File: config.mk
export PLATFORM = sky130hd
export DESIGN_NAME = rtf_text_escaper_flat
export DESIGN_NICKNAME = d
export VERILOG_FILES = /design/src/design/rtfe_pkg.sv /design/src/design/rtfe_code_if.sv /design/src/design/rtfe_byte_if.sv /design/src/design/rtf_text_escaper.sv /design/src/design/rtfe_serializer.sv /design/src/flat_wrapper.sv
export SDC_FILE = /design/constraint.sdc
export NUM_CORES = 1
export LEC_CHECK = 0
export BUFFER_PORTS_ARGS = -buffer_cell sky130_fd_sc_hd__buf_2
export CAP_MARGIN = 0
export CORE_MARGIN = 5
export CORE_UTILIZATION = 35
export DETAILED_ROUTE_END_ITERATION = 7
export PLACE_DENSITY = 0.47
export SLEW_MARGIN = 20
export SYNTH_ARGS = -nofsm -noshare
export SYNTH_HDL_FRONTEND = slang
export SYNTH_HIERARCHICAL = 1
export SYNTH_SLANG_ARGS = --single-unit
File: constraint.sdc
create_clock -name clk -period 8.1 [get_ports clk]
set_input_delay 1.215 -clock clk [delete_from_list [all_inputs] [get_ports clk]]
set_output_delay 1.215 -clock clk [all_outputs]
set_load 0.02 [all_outputs]
File: src/design/rtfe_pkg.sv
// rtfe_pkg: shared widths, character codes, types and helper functions
`default_nettype none

package rtfe_pkg;

	localparam int CODE_W    = 16;
	localparam int BYTE_W    = 8;
	localparam int MAX_BYTES = 8;
	localparam int COUNT_W   = 4;
	localparam int BCD_W     = 20;
	localparam int DD_W      = BCD_W + CODE_W;
	localparam int DD_STEPS  = 4;

	// character codes
	localparam logic [BYTE_W-1:0] CH_BSL    = 8'h5C;
	localparam logic [BYTE_W-1:0] CH_LBRACE = 8'h7B;
	localparam logic [BYTE_W-1:0] CH_RBRACE = 8'h7D;
	localparam logic [BYTE_W-1:0] CH_APOS   = 8'h27;
	localparam logic [BYTE_W-1:0] CH_U      = 8'h75;
	localparam logic [BYTE_W-1:0] CH_QMARK  = 8'h3F;

	// class boundaries
	localparam logic [CODE_W-1:0] CTRL_LIMIT  = 16'd32;
	localparam logic [CODE_W-1:0] ASCII_LIMIT = 16'd127;
	localparam logic [CODE_W-1:0] BYTE_LIMIT  = 16'd255;

	localparam logic [COUNT_W-1:0] CNT_ONE  = 4'd1;
	localparam logic [COUNT_W-1:0] CNT_TWO  = 4'd2;
	localparam logic [COUNT_W-1:0] CNT_FOUR = 4'd4;

	typedef logic [MAX_BYTES-1:0][BYTE_W-1:0] byte_arr_t;

	// double dabble working state: bcd digits over remaining binary bits
	typedef struct packed {
		logic [CODE_W-1:0] code;
		logic [DD_W-1:0]   sh;
	} dd_t;

	// one escaped code unit, byte 0 goes out first
	typedef struct packed {
		byte_arr_t          bytes;
		logic [COUNT_W-1:0] count;
	} esc_item_t;

	// one double dabble step: adjust digits, then shift left
	function automatic logic [DD_W-1:0] dabble_step(input logic [DD_W-1:0] x);
		logic [DD_W-1:0] y;
		y = x;
		for (int d = 0; d < BCD_W / 4; d++) begin
			if (y[CODE_W + 4*d +: 4] >= 4'd5) begin
				y[CODE_W + 4*d +: 4] = y[CODE_W + 4*d +: 4] + 4'd3;
			end
		end
		return {y[DD_W-2:0], 1'b0};
	endfunction

	// four dabble steps, one pipeline stage worth
	function automatic logic [DD_W-1:0] dabble_group(input logic [DD_W-1:0] x);
		logic [DD_W-1:0] y;
		y = x;
		for (int k = 0; k < DD_STEPS; k++) begin
			y = dabble_step(y);
		end
		return y;
	endfunction

	// lowercase hex digit
	function automatic logic [BYTE_W-1:0] hex_char(input logic [3:0] nib);
		logic [BYTE_W-1:0] r;
		if (nib < 4'd10) begin
			r = 8'h30 + {4'h0, nib};
		end else begin
			r = 8'h57 + {4'h0, nib};
		end
		return r;
	endfunction

	// decimal digit from a bcd nibble
	function automatic logic [BYTE_W-1:0] dec_char(input logic [3:0] nib);
		return {4'h3, nib};
	endfunction

endpackage

`default_nettype wire

File: src/design/rtfe_code_if.sv
// rtfe_code_if: valid/ready channel carrying one text code unit
`default_nettype none

interface rtfe_code_if;
	logic                         valid;
	logic                         ready;
	logic [rtfe_pkg::CODE_W-1:0]  code_unit;

	modport source (output valid, output code_unit, input ready);
	modport sink   (input valid, input code_unit, output ready);
endinterface

`default_nettype wire

File: src/design/rtfe_byte_if.sv
// rtfe_byte_if: valid/ready channel carrying one escaped byte and its last flag
`default_nettype none

interface rtfe_byte_if;
	logic                         valid;
	logic                         ready;
	logic [rtfe_pkg::BYTE_W-1:0]  out_byte;
	logic                         last;

	modport source (output valid, output out_byte, output last, input ready);
	modport sink   (input valid, input out_byte, input last, output ready);
endinterface

`default_nettype wire

File: src/design/rtf_text_escaper.sv
// rtf_text_escaper: pipelined escaping of text code units into escaped bytes
//
// channel   dir  payload                      handshake
// code      in   code_unit[15:0]              valid/ready
// escaped   out  out_byte[7:0], last          valid/ready
//
// Six pipeline stages (capture, four double dabble stages of four steps,
// byte assembly) feed an output register that sends 1 to 8 words per item.
// Every byte of an item takes one output word, so plain text flows at one word
// per cycle while escaped is ready; decimal escapes hold input while their bytes go out.
// arst_n clears every valid bit; payload registers are not reset.
// A stall on escaped with stage six full freezes all stages together, nothing is dropped.
`default_nettype none

module rtf_text_escaper (
	input  wire logic    clk,
	input  wire logic    arst_n,
	rtfe_code_if.sink    code,
	rtfe_byte_if.source  escaped
);

	rtfe_pkg::dd_t       dd_s1, dd_s2, dd_s3, dd_s4, dd_s5;
	logic                v_s1, v_s2, v_s3, v_s4, v_s5, v_s6;
	rtfe_pkg::esc_item_t item_s6;
	rtfe_pkg::esc_item_t item_d;
	logic                item_take;
	logic                adv;

	// whole pipeline moves when the last stage is free or being unloaded
	assign adv        = !v_s6 || item_take;
	assign code.ready = adv;

	// valid bits
	always_ff @(posedge clk or negedge arst_n) begin
		if (!arst_n) begin
			v_s1 <= 1'b0;
			v_s2 <= 1'b0;
			v_s3 <= 1'b0;
			v_s4 <= 1'b0;
			v_s5 <= 1'b0;
			v_s6 <= 1'b0;
		end else if (adv) begin
			v_s1 <= code.valid;
			v_s2 <= v_s1;
			v_s3 <= v_s2;
			v_s4 <= v_s3;
			v_s5 <= v_s4;
			v_s6 <= v_s5;
		end
	end

	// payload stages: capture, then four groups of dabble steps
	always_ff @(posedge clk) begin
		if (adv) begin
			dd_s1.code <= code.code_unit;
			dd_s1.sh   <= {{rtfe_pkg::BCD_W{1'b0}}, code.code_unit};
			dd_s2.code <= dd_s1.code;
			dd_s2.sh   <= rtfe_pkg::dabble_group(dd_s1.sh);
			dd_s3.code <= dd_s2.code;
			dd_s3.sh   <= rtfe_pkg::dabble_group(dd_s2.sh);
			dd_s4.code <= dd_s3.code;
			dd_s4.sh   <= rtfe_pkg::dabble_group(dd_s3.sh);
			dd_s5.code <= dd_s4.code;
			dd_s5.sh   <= rtfe_pkg::dabble_group(dd_s4.sh);
			item_s6    <= item_d;
		end
	end

	// byte assembly from the class of the code unit
	always_comb begin
		logic [rtfe_pkg::CODE_W-1:0] c;
		logic [rtfe_pkg::BCD_W-1:0]  bcd;
		c   = dd_s5.code;
		bcd = dd_s5.sh[rtfe_pkg::DD_W-1:rtfe_pkg::CODE_W];
		item_d.bytes = '0;
		item_d.count = rtfe_pkg::CNT_ONE;
		if (c == {8'h00, rtfe_pkg::CH_BSL} || c == {8'h00, rtfe_pkg::CH_LBRACE}
				|| c == {8'h00, rtfe_pkg::CH_RBRACE}) begin
			item_d.bytes[0] = rtfe_pkg::CH_BSL;
			item_d.bytes[1] = c[7:0];
			item_d.count    = rtfe_pkg::CNT_TWO;
		end else if (c < rtfe_pkg::CTRL_LIMIT
				|| (c > rtfe_pkg::ASCII_LIMIT && c <= rtfe_pkg::BYTE_LIMIT)) begin
			item_d.bytes[0] = rtfe_pkg::CH_BSL;
			item_d.bytes[1] = rtfe_pkg::CH_APOS;
			item_d.bytes[2] = rtfe_pkg::hex_char(c[7:4]);
			item_d.bytes[3] = rtfe_pkg::hex_char(c[3:0]);
			item_d.count    = rtfe_pkg::CNT_FOUR;
		end else if (c <= rtfe_pkg::ASCII_LIMIT) begin
			item_d.bytes[0] = c[7:0];
			item_d.count    = rtfe_pkg::CNT_ONE;
		end else begin
			// decimal form, value is at least 256 so three digits or more
			item_d.bytes[0] = rtfe_pkg::CH_BSL;
			item_d.bytes[1] = rtfe_pkg::CH_U;
			if (bcd[19:16] != 4'd0) begin
				item_d.bytes[2] = rtfe_pkg::dec_char(bcd[19:16]);
				item_d.bytes[3] = rtfe_pkg::dec_char(bcd[15:12]);
				item_d.bytes[4] = rtfe_pkg::dec_char(bcd[11:8]);
				item_d.bytes[5] = rtfe_pkg::dec_char(bcd[7:4]);
				item_d.bytes[6] = rtfe_pkg::dec_char(bcd[3:0]);
				item_d.bytes[7] = rtfe_pkg::CH_QMARK;
				item_d.count    = 4'd8;
			end else if (bcd[15:12] != 4'd0) begin
				item_d.bytes[2] = rtfe_pkg::dec_char(bcd[15:12]);
				item_d.bytes[3] = rtfe_pkg::dec_char(bcd[11:8]);
				item_d.bytes[4] = rtfe_pkg::dec_char(bcd[7:4]);
				item_d.bytes[5] = rtfe_pkg::dec_char(bcd[3:0]);
				item_d.bytes[6] = rtfe_pkg::CH_QMARK;
				item_d.count    = 4'd7;
			end else begin
				item_d.bytes[2] = rtfe_pkg::dec_char(bcd[11:8]);
				item_d.bytes[3] = rtfe_pkg::dec_char(bcd[7:4]);
				item_d.bytes[4] = rtfe_pkg::dec_char(bcd[3:0]);
				item_d.bytes[5] = rtfe_pkg::CH_QMARK;
				item_d.count    = 4'd6;
			end
		end
	end

	// output register and byte sequencing
	rtfe_serializer u_ser (
		.clk        (clk),
		.arst_n     (arst_n),
		.item_valid (v_s6),
		.item       (item_s6),
		.item_take  (item_take),
		.escaped    (escaped)
	);

endmodule

`default_nettype wire

File: src/design/rtfe_serializer.sv
// rtfe_serializer: output register that sends an escaped item one byte per word
`default_nettype none

module rtfe_serializer (
	input  wire logic               clk,
	input  wire logic               arst_n,
	input  wire logic               item_valid,
	input  wire rtfe_pkg::esc_item_t item,
	output logic                    item_take,
	rtfe_byte_if.source             escaped
);

	rtfe_pkg::byte_arr_t                bytes_q;
	logic [rtfe_pkg::COUNT_W-1:0]       count_q;
	logic                               valid_q;
	logic                               last_byte;
	logic                               word_taken;

	// handshake and reload decision
	assign last_byte  = (count_q == rtfe_pkg::CNT_ONE);
	assign word_taken = valid_q && escaped.ready;
	assign item_take  = item_valid && (!valid_q || (escaped.ready && last_byte));

	// byte shift register
	always_ff @(posedge clk or negedge arst_n) begin
		if (!arst_n) begin
			valid_q <= 1'b0;
			count_q <= '0;
		end else if (item_take) begin
			valid_q <= 1'b1;
			count_q <= item.count;
			bytes_q <= item.bytes;
		end else if (word_taken) begin
			if (last_byte) begin
				valid_q <= 1'b0;
			end else begin
				count_q <= count_q - rtfe_pkg::CNT_ONE;
				bytes_q <= bytes_q >> rtfe_pkg::BYTE_W;
			end
		end
	end

	// output word
	assign escaped.valid    = valid_q;
	assign escaped.out_byte = bytes_q[0];
	assign escaped.last     = last_byte;

endmodule

`default_nettype wire

File: src/flat_wrapper.sv
// flat-port wrapper written by rule: the top's interface ports become plain ports
module rtf_text_escaper_flat 
  (clk, arst_n, code_valid, code_code_unit, code_ready, escaped_valid, escaped_out_byte, escaped_last, escaped_ready);
  rtfe_code_if code_i ();
  rtfe_byte_if escaped_i ();
  input  wire logic clk;
  input  wire logic arst_n;
  input wire logic [$bits(code_i.valid)-1:0] code_valid;
  input wire logic [$bits(code_i.code_unit)-1:0] code_code_unit;
  output wire logic [$bits(code_i.ready)-1:0] code_ready;
  output wire logic [$bits(escaped_i.valid)-1:0] escaped_valid;
  output wire logic [$bits(escaped_i.out_byte)-1:0] escaped_out_byte;
  output wire logic [$bits(escaped_i.last)-1:0] escaped_last;
  input wire logic [$bits(escaped_i.ready)-1:0] escaped_ready;
  assign code_i.valid = code_valid;
  assign code_i.code_unit = code_code_unit;
  assign code_ready = code_i.ready;
  assign escaped_valid = escaped_i.valid;
  assign escaped_out_byte = escaped_i.out_byte;
  assign escaped_last = escaped_i.last;
  assign escaped_i.ready = escaped_ready;
  rtf_text_escaper u_core (.clk(clk), .arst_n(arst_n), .code(code_i), .escaped(escaped_i));
endmodule
==> results of run 1 <==
## power groups by stage
stage	Combinational (W)	Clock (W)	Sequential [W]
2_1_floorplan	0.00118	0	0.00175
3_3_place_gp	0.00138	0	0.00178
3_5_place_dp	0.00140	0	0.00178
4_1_cts	0.00140	0.00140	0.00175
5_1_grt	0.00157	0.00146	0.00177
6_report	0.00139	0.00135	0.00175
## stage by stage
step / hold slack [ns] / total power [W]
2_1_floorplan: 0.400 / 0.00293
3_3_place_gp: 0.401 / 0.00315
3_5_place_dp: 0.405 / 0.00318
4_1_cts: 0.417 / 0.00455
5_1_grt: 0.423 / 0.00480
6_report: 0.412 / 0.00449
## synthesized netlist by cell type, types with 6 or more instances
cell	count	share of area [%]
dfrtp_1	11	2.0
o211ai_1	7	0.39
mux2i_1	23	1.7
nand3_1	18	0.67
nand2_1	239	6.7
nor2_1	82	2.3
nor3b_1	8	0.45
nand2b_1	14	0.65
xnor2_2	6	0.73
mux2_2	16	1.3
nor3_1	16	0.60
o21ai_0	54	2.0
and2_1	17	0.79
buf_4	8	0.45
a221oi_1	6	0.39
buf_6	7	0.59
a211oi_1	17	0.95
o21ai_1	27	1.0
a21oi_1	68	2.5
nor2b_1	8	0.37
clkbuf_1	34	0.95
a31oi_1	14	0.65
edfxtp_1	238	53
a21oi_2	6	0.39
xnor2_1	22	1.4
o22ai_1	20	0.93
o21a_1	11	0.61
inv_2	6	0.17
ha_1	41	3.8
buf_2	7	0.26
xor2_1	6	0.39
inv_1	52	1.5
a21o_1	7	0.39
o31ai_1	6	0.34
## worst register-to-register path: cells and delay by family, from the launching register on
kind / cells / cell delay, ns
AOI/OAI and AO/OA: 1 / 0.23
and+or+nand+nor: 2 / 0.50
buffers and inverters: 7 / 3.10
adders and majority gates: 1 / 0.18
DFF: 1 / 0.38
## registers in the layout (all words and copies together), names as in the netlist
signal / flops
u_core/u_ser/bytes_q: 56
u_core/dd_s4: 30
u_core/v_s6: 1
u_core/dd_s3: 25
u_core/item_s6: 48
u_core/v_s4: 1
u_core/u_ser/escaped.out_byte: 8
u_core/dd_s2: 20
u_core/u_ser/count_q: 4
u_core/dd_s1: 16
u_core/v_s1: 1
u_core/v_s3: 1
u_core/u_ser/escaped.valid: 1
u_core/dd_s5: 35
u_core/v_s2: 1
u_core/v_s5: 1
## cell type report
cell class,count,share of cell area (%)
flip-flops and latches,249,49.4
multi-input cells,876,36.7
repair buffers,40,1.50
well taps,511,4.25
clock inverters,20,1.37
clock buffers,35,5.33
inverters,59,1.52
## worst max path at each step
stage,endpoint,slack [ns],depth (start not counted),startpoint
floorplan,code_ready,1.29,8,escaped_ready
global placement,u_core/item_s6[36],2.51,10,escaped_ready
detailed placement,u_core/item_s6[64],2.49,10,escaped_ready
CTS,code_ready,2.89,9,escaped_ready
global route,code_ready,2.74,9,escaped_ready
finish,code_ready,2.96,9,escaped_ready
## cell families after synthesis
| group | Yosys count | synth area share, % |
|---|---|---|
| DFF | 249 | 55.2 |
| and+or+nand+nor | 433 | 14.4 |
| adders and majority gates | 41 | 3.82 |
| xor gates and xnor gates | 35 | 2.76 |
| buffers and inverters | 119 | 4.18 |
| AOI/OAI and AO/OA | 311 | 16.0 |
| other | 1 | 0.0279 |
| muxes | 44 | 3.64 |
## per-layer routing
metal	global-route usage, %	wire length, microns
met4	3.35	599
met3	1.91	839
met5	0	0
met1	17.0	12600
met2	20.2	12000
==> summary.txt, run 1 <==
Final net count = 1318
Pint = 0.00302 W
DR vias = 8896
Sequential area share after synthesis = 55.2%
Critical path class = in -> out
Leak Pwr = 5.45 nW
RSZ-0062 raised after global routing = false
Final WL = 26000 microns
Core Util, Final = 39.8%
Max-Slew Margin vs Limit = 33.9%
Post-layout min period = 5.14 ns
Die Y = 206 microns
Initial antenna violation count = 0
Comb power frac = 30.9%
EDFF count, synth = 238
Clock share of power = 30.1%
Final Hold Viols = 0
Max H-tree Level = 1
Synthesized area = 13400 sq um
Worst path max stage delay = 0.65 ns
Sw power = 0.00147 W
Crit-path slowest cell = nor2b_1
Placed Instance Area = 14000 sq um
Drt initial violations = 522
Final WS setup = 2.96 ns
Hold path depth = 0
Power density cells = 299 nW/um^2
CP Cell Sequence = buf_2, nand4bb_1, a21bo_2, buf_4, clkinv_2, buf_4, nor2b_1, inv_6, buf_2
Pin count of the biggest net entering global routing = 69
CP required = 6.88 ns
Clock root buffer master = clkbuf_16
Cts hold-fix bufs = 0
Ys Warns = 6
Post-CTS resize count = 0
Seq cells post-synth = 249
TritonCTS clock tree = yes
Least-Margin Pin Slew = 0.992 ns
Post-synth top flop = edfxtp_1
Post-DRT Antenna Nets = 0
PortBufs = 30
R2R setup slack = 3.29 ns
Core Area = 37800 sq um
Crit-path max FO = 68
Worst reg2reg path depth = 11
CP Launch Type = primary input
Post-Place Cells = 1735
Fin area = 15000 sq um
Non-filler cells, final = 1790
Hold WC Path Type = reg -> reg
Initial Util = 35.6%
Layout cells sized above 1 = 13.3%
Overflow after GRT = 0
Vias/cell = 4.97
Worst setup EP type = output port
# Post-CTS Setup Buffers = 0
Final setup violation count = 0
Worst vdd ir = 0.159 mV
Net Sw Frac = 32.7%
Post-DP HPWL = 17000 microns
Total Routing Usage GR = 12.3%
Most common cell after layout, fill and taps aside = nand2_1
# fillers = 3637
Commonest cells after routing, fill and taps aside = nand2_1, edfxtp_1, nor2_1
Outcome = finished, final reports clean
DRC = 0
Min-Delay Endpoint = u_core/dd_s2[38]
Die area = 42400 sq um
Critical Path AT = 3.93 ns
FP Rows = 71
Clk_lat worst skew = 0.58 ns
Clk buf depth = 3
Global-route wire length before repair = 43500 microns
N_diodes = 0
Multi-input logic area = 5510 sq um
FFs w/ async S/R, synth = 4.42%
Slew Viols, Final = 0
Clock transition at the registers of the reported paths = 0.06 ns
Critical path buffers and inverters = 6
Vias in the first global route = 8506
Mean post-synth cell area = 10.9 sq um
Die X-Extent = 206 microns
Library cells used by synthesis = 92
DP Worst Slack = 2.49 ns
Drt pass-1 iters = 4
CTS sink count = 249
Total CTS buffers = 31
Min-delay src = u_core/dd_s1[38]
Synth-to-Final Area Change = 11.8%
Final worst-path cycle share = 63.5%
Num ports = 31
Worst clock skew = 0.0249 ns
Fmax = 194 MHz
Post-synthesis instance total = 1233
DR WL/cell = 14.5 microns
CP top delay family = buffers and inverters
Sequential cell area = 7420 sq um
Seq pwr share = 39.0%
RR Endpoint = u_core/dd_s5[32]
Max Cap Viol = 0
R2r startpoint = u_core/u_ser/count_q[1]
Final RePlAce weighted congestion = 0.757
Fin Setup TNS = 0 ns
No activity file was read; power rests on OpenSTA's default activity.
==> inputs of run 2 (changes only) <==
==> constraint.sdc (replaced) <==
create_clock -name clk -period 5.1 [get_ports clk]
set_input_delay 0.765 -clock clk [delete_from_list [all_inputs] [get_ports clk]]
set_output_delay 0.765 -clock clk [all_outputs]
set_load 0.02 [all_outputs]
==> summary.txt, run 2 (same netlist as run 1, synthesis figures left out) <==
TritonCTS clock tree = yes (unchanged)
Vias in the first global route = 8640 (was 8506)
Final RePlAce weighted congestion = 0.766 (was 0.757)
DR vias = 9038 (was 8896)
Initial Util = 35.6% (unchanged)
Global-route wire length before repair = 43500 microns (about the same)
Overall power = 0.00722 W (was 0.00449 W)
Die X-Extent = 206 microns (unchanged)
Worst clock skew = 0.0185 ns (was 0.0249 ns)
Largest Register = u_core/u_ser/bytes_q (unchanged)
Fin area = 15100 sq um (was 15000 sq um)
RR Endpoint = u_core/dd_s3[24] (was u_core/dd_s5[32])
Initial antenna violation count = 0 (unchanged)
Cts hold-fix bufs = 0 (unchanged)
Fmax = 246 MHz
Final net count = 1323 (was 1318)
Max-Slew Margin vs Limit = 41.7% (was 33.9%)
Layout cells sized above 1 = 13.3% (about the same)
CTS sink count = 249 (unchanged)
Core Area = 37800 sq um (unchanged)
Placed Instance Area = 14100 sq um (was 14000 sq um)
Clock root buffer master = clkbuf_16 (unchanged)
Die Y = 206 microns (unchanged)
Die area = 42400 sq um (unchanged)
Least-Margin Pin Slew = 0.869 ns (was 0.992 ns)
Drt pass-1 iters = 5 (was 4)
Setup crit end = u_core/dd_s3[24] (was code_ready)
Num ports = 31 (unchanged)
# fillers = 3640 (was 3637)
Power density cells = 477 nW/um^2 (was 299 nW/um^2)
Post-DP HPWL = 17000 microns (about the same)
Total CTS buffers = 34 (was 31)
Max Cap Viol = 0 (unchanged)
Commonest cells after routing, fill and taps aside = nand2_1, edfxtp_1, nor2_1 (unchanged)
Core Util, Final = 40.1% (was 39.8%)
Final WL = 26200 microns (was 26000 microns)
Clock transition at the registers of the reported paths = 0.06 ns (about the same)
FP Rows = 71 (unchanged)
Crit path launch = u_core/dd_s2[48] (was escaped_ready)
Crit-path max FO = 13 (was 68)
Hold WC Path Type = in -> async (was reg -> reg)
# Post-CTS Setup Buffers = 0 (unchanged)
Pin count of the biggest net entering global routing = 68 (was 69)
Post-CTS resize count = 0 (unchanged)
Max H-tree Level = 2 (was 1)
Critical Path AT = 4.39 ns (was 3.93 ns)
Leak Pwr = 5.48 nW (was 5.45 nW)
Vias/cell = 5.03 (was 4.97)
Max FFs per register = 56 (unchanged)
Worst vdd ir = 0.215 mV (was 0.159 mV)
Post-DRT Antenna Nets = 0 (unchanged)
PortBufs = 30 (unchanged)
Critical path class = reg -> reg (was in -> out)
Most common cell after layout, fill and taps aside = nand2_1 (unchanged)
CP Launch Type = flip-flop (was primary input)
R2r startpoint = u_core/dd_s2[48] (was u_core/u_ser/count_q[1])
DR WL/cell = 14.6 microns (was 14.5 microns)
Fin Setup TNS = 0 ns (unchanged)
Clk_lat worst skew = 0.52 ns (was 0.58 ns)
Total Routing Usage GR = 12.5% (was 12.3%)
Hold WS = 0.128 ns (was 0.412 ns)
Final worst-path cycle share = 79.9%
DRC = 0 (unchanged)
Final setup violation count = 0 (unchanged)
Clk buf depth = 3 (unchanged)
Final Hold Viols = 0 (unchanged)
Worst reg2reg path depth = 16 (was 11)
R2R setup slack = 1.03 ns (was 3.29 ns)
Synth-to-Final Area Change = 12.7% (was 11.8%)
N_diodes = 0 (unchanged)
Outcome = finished, final reports clean (unchanged)
CP required = 5.42 ns (was 6.88 ns)
RSZ-0062 raised after global routing = false (unchanged)
Slew Viols, Final = 0 (unchanged)
Overflow after GRT = 0 (unchanged)
Top Registers = u_core/u_ser/bytes_q: 56 flops, u_core/item_s6: 48 flops, u_core/dd_s5: 35 flops (unchanged)
Post-layout min period = 4.07 ns
Worst setup EP type = flip-flop (was output port)
Drt initial violations = 483 (was 522)
run 2: final cells by class:
type                    count  area [sq um]  share of cell area [%]
multi-input cells         876          5520                    36.5
repair buffers             42           278                    1.83
flip-flops and latches    249          7420                    49.0
well taps                 511           639                    4.22
inverters                  59           226                    1.50
clock buffers              41           898                    5.93
clock inverters            18           155                    1.02
run 2: where the power goes:
part / switching, W / internal, W
sequential: 0.000157 / 0.00263
clock: 0.000871 / 0.00136
combinational: 0.00130 / 0.000906
run 2: metal layers:
metal	GRT usage, %	up-vias	routed length (microns)
met5	0	-	0
met4	4.37	0	591
met3	2.34	34	992
met2	20.4	143	12400
met1	16.8	4319	12200
li1	-	4542	-
run 2: per-stage QoR:
| stage | cells | setup slack, ns |
|---|---|---|
| floorplan | 1244 | 0.213 |
| global placement | 1737 | 1.22 |
| detailed placement | 1737 | 1.10 |
| CTS | 1796 | 1.08 |
| global route | 1796 | 0.626 |
| finish | 1796 | 1.03 |
run 2: how the worst min path moves through the flow:
stage,from,endpoint
after floorplan,u_core/dd_s1[36],u_core/dd_s2[36]
after global placement,u_core/dd_s4[50],u_core/dd_s5[50]
after detailed placement,u_core/dd_s2[49],u_core/dd_s3[49]
after CTS,arst_n,u_core/v_s2
after global routing,arst_n,u_core/v_s2
final,arst_n,u_core/v_s2
run 2: worst max-delay path: stages, from the launching register on:
cell and delay, ns:
edfxtp_1 0.44, inv_1 0.08, ha_1 0.22, nand2b_1 0.15, a21oi_1 0.10, xnor2_1 0.32, inv_1 0.14, ha_1 0.26
nand2b_1 0.13, nor3_1 0.05, mux2_2 0.27, a211oi_1 0.18, o311ai_1 0.15, xnor2_1 0.72, nand2b_1 0.20, a31oi_1 0.10
a2111oi_2 0.37
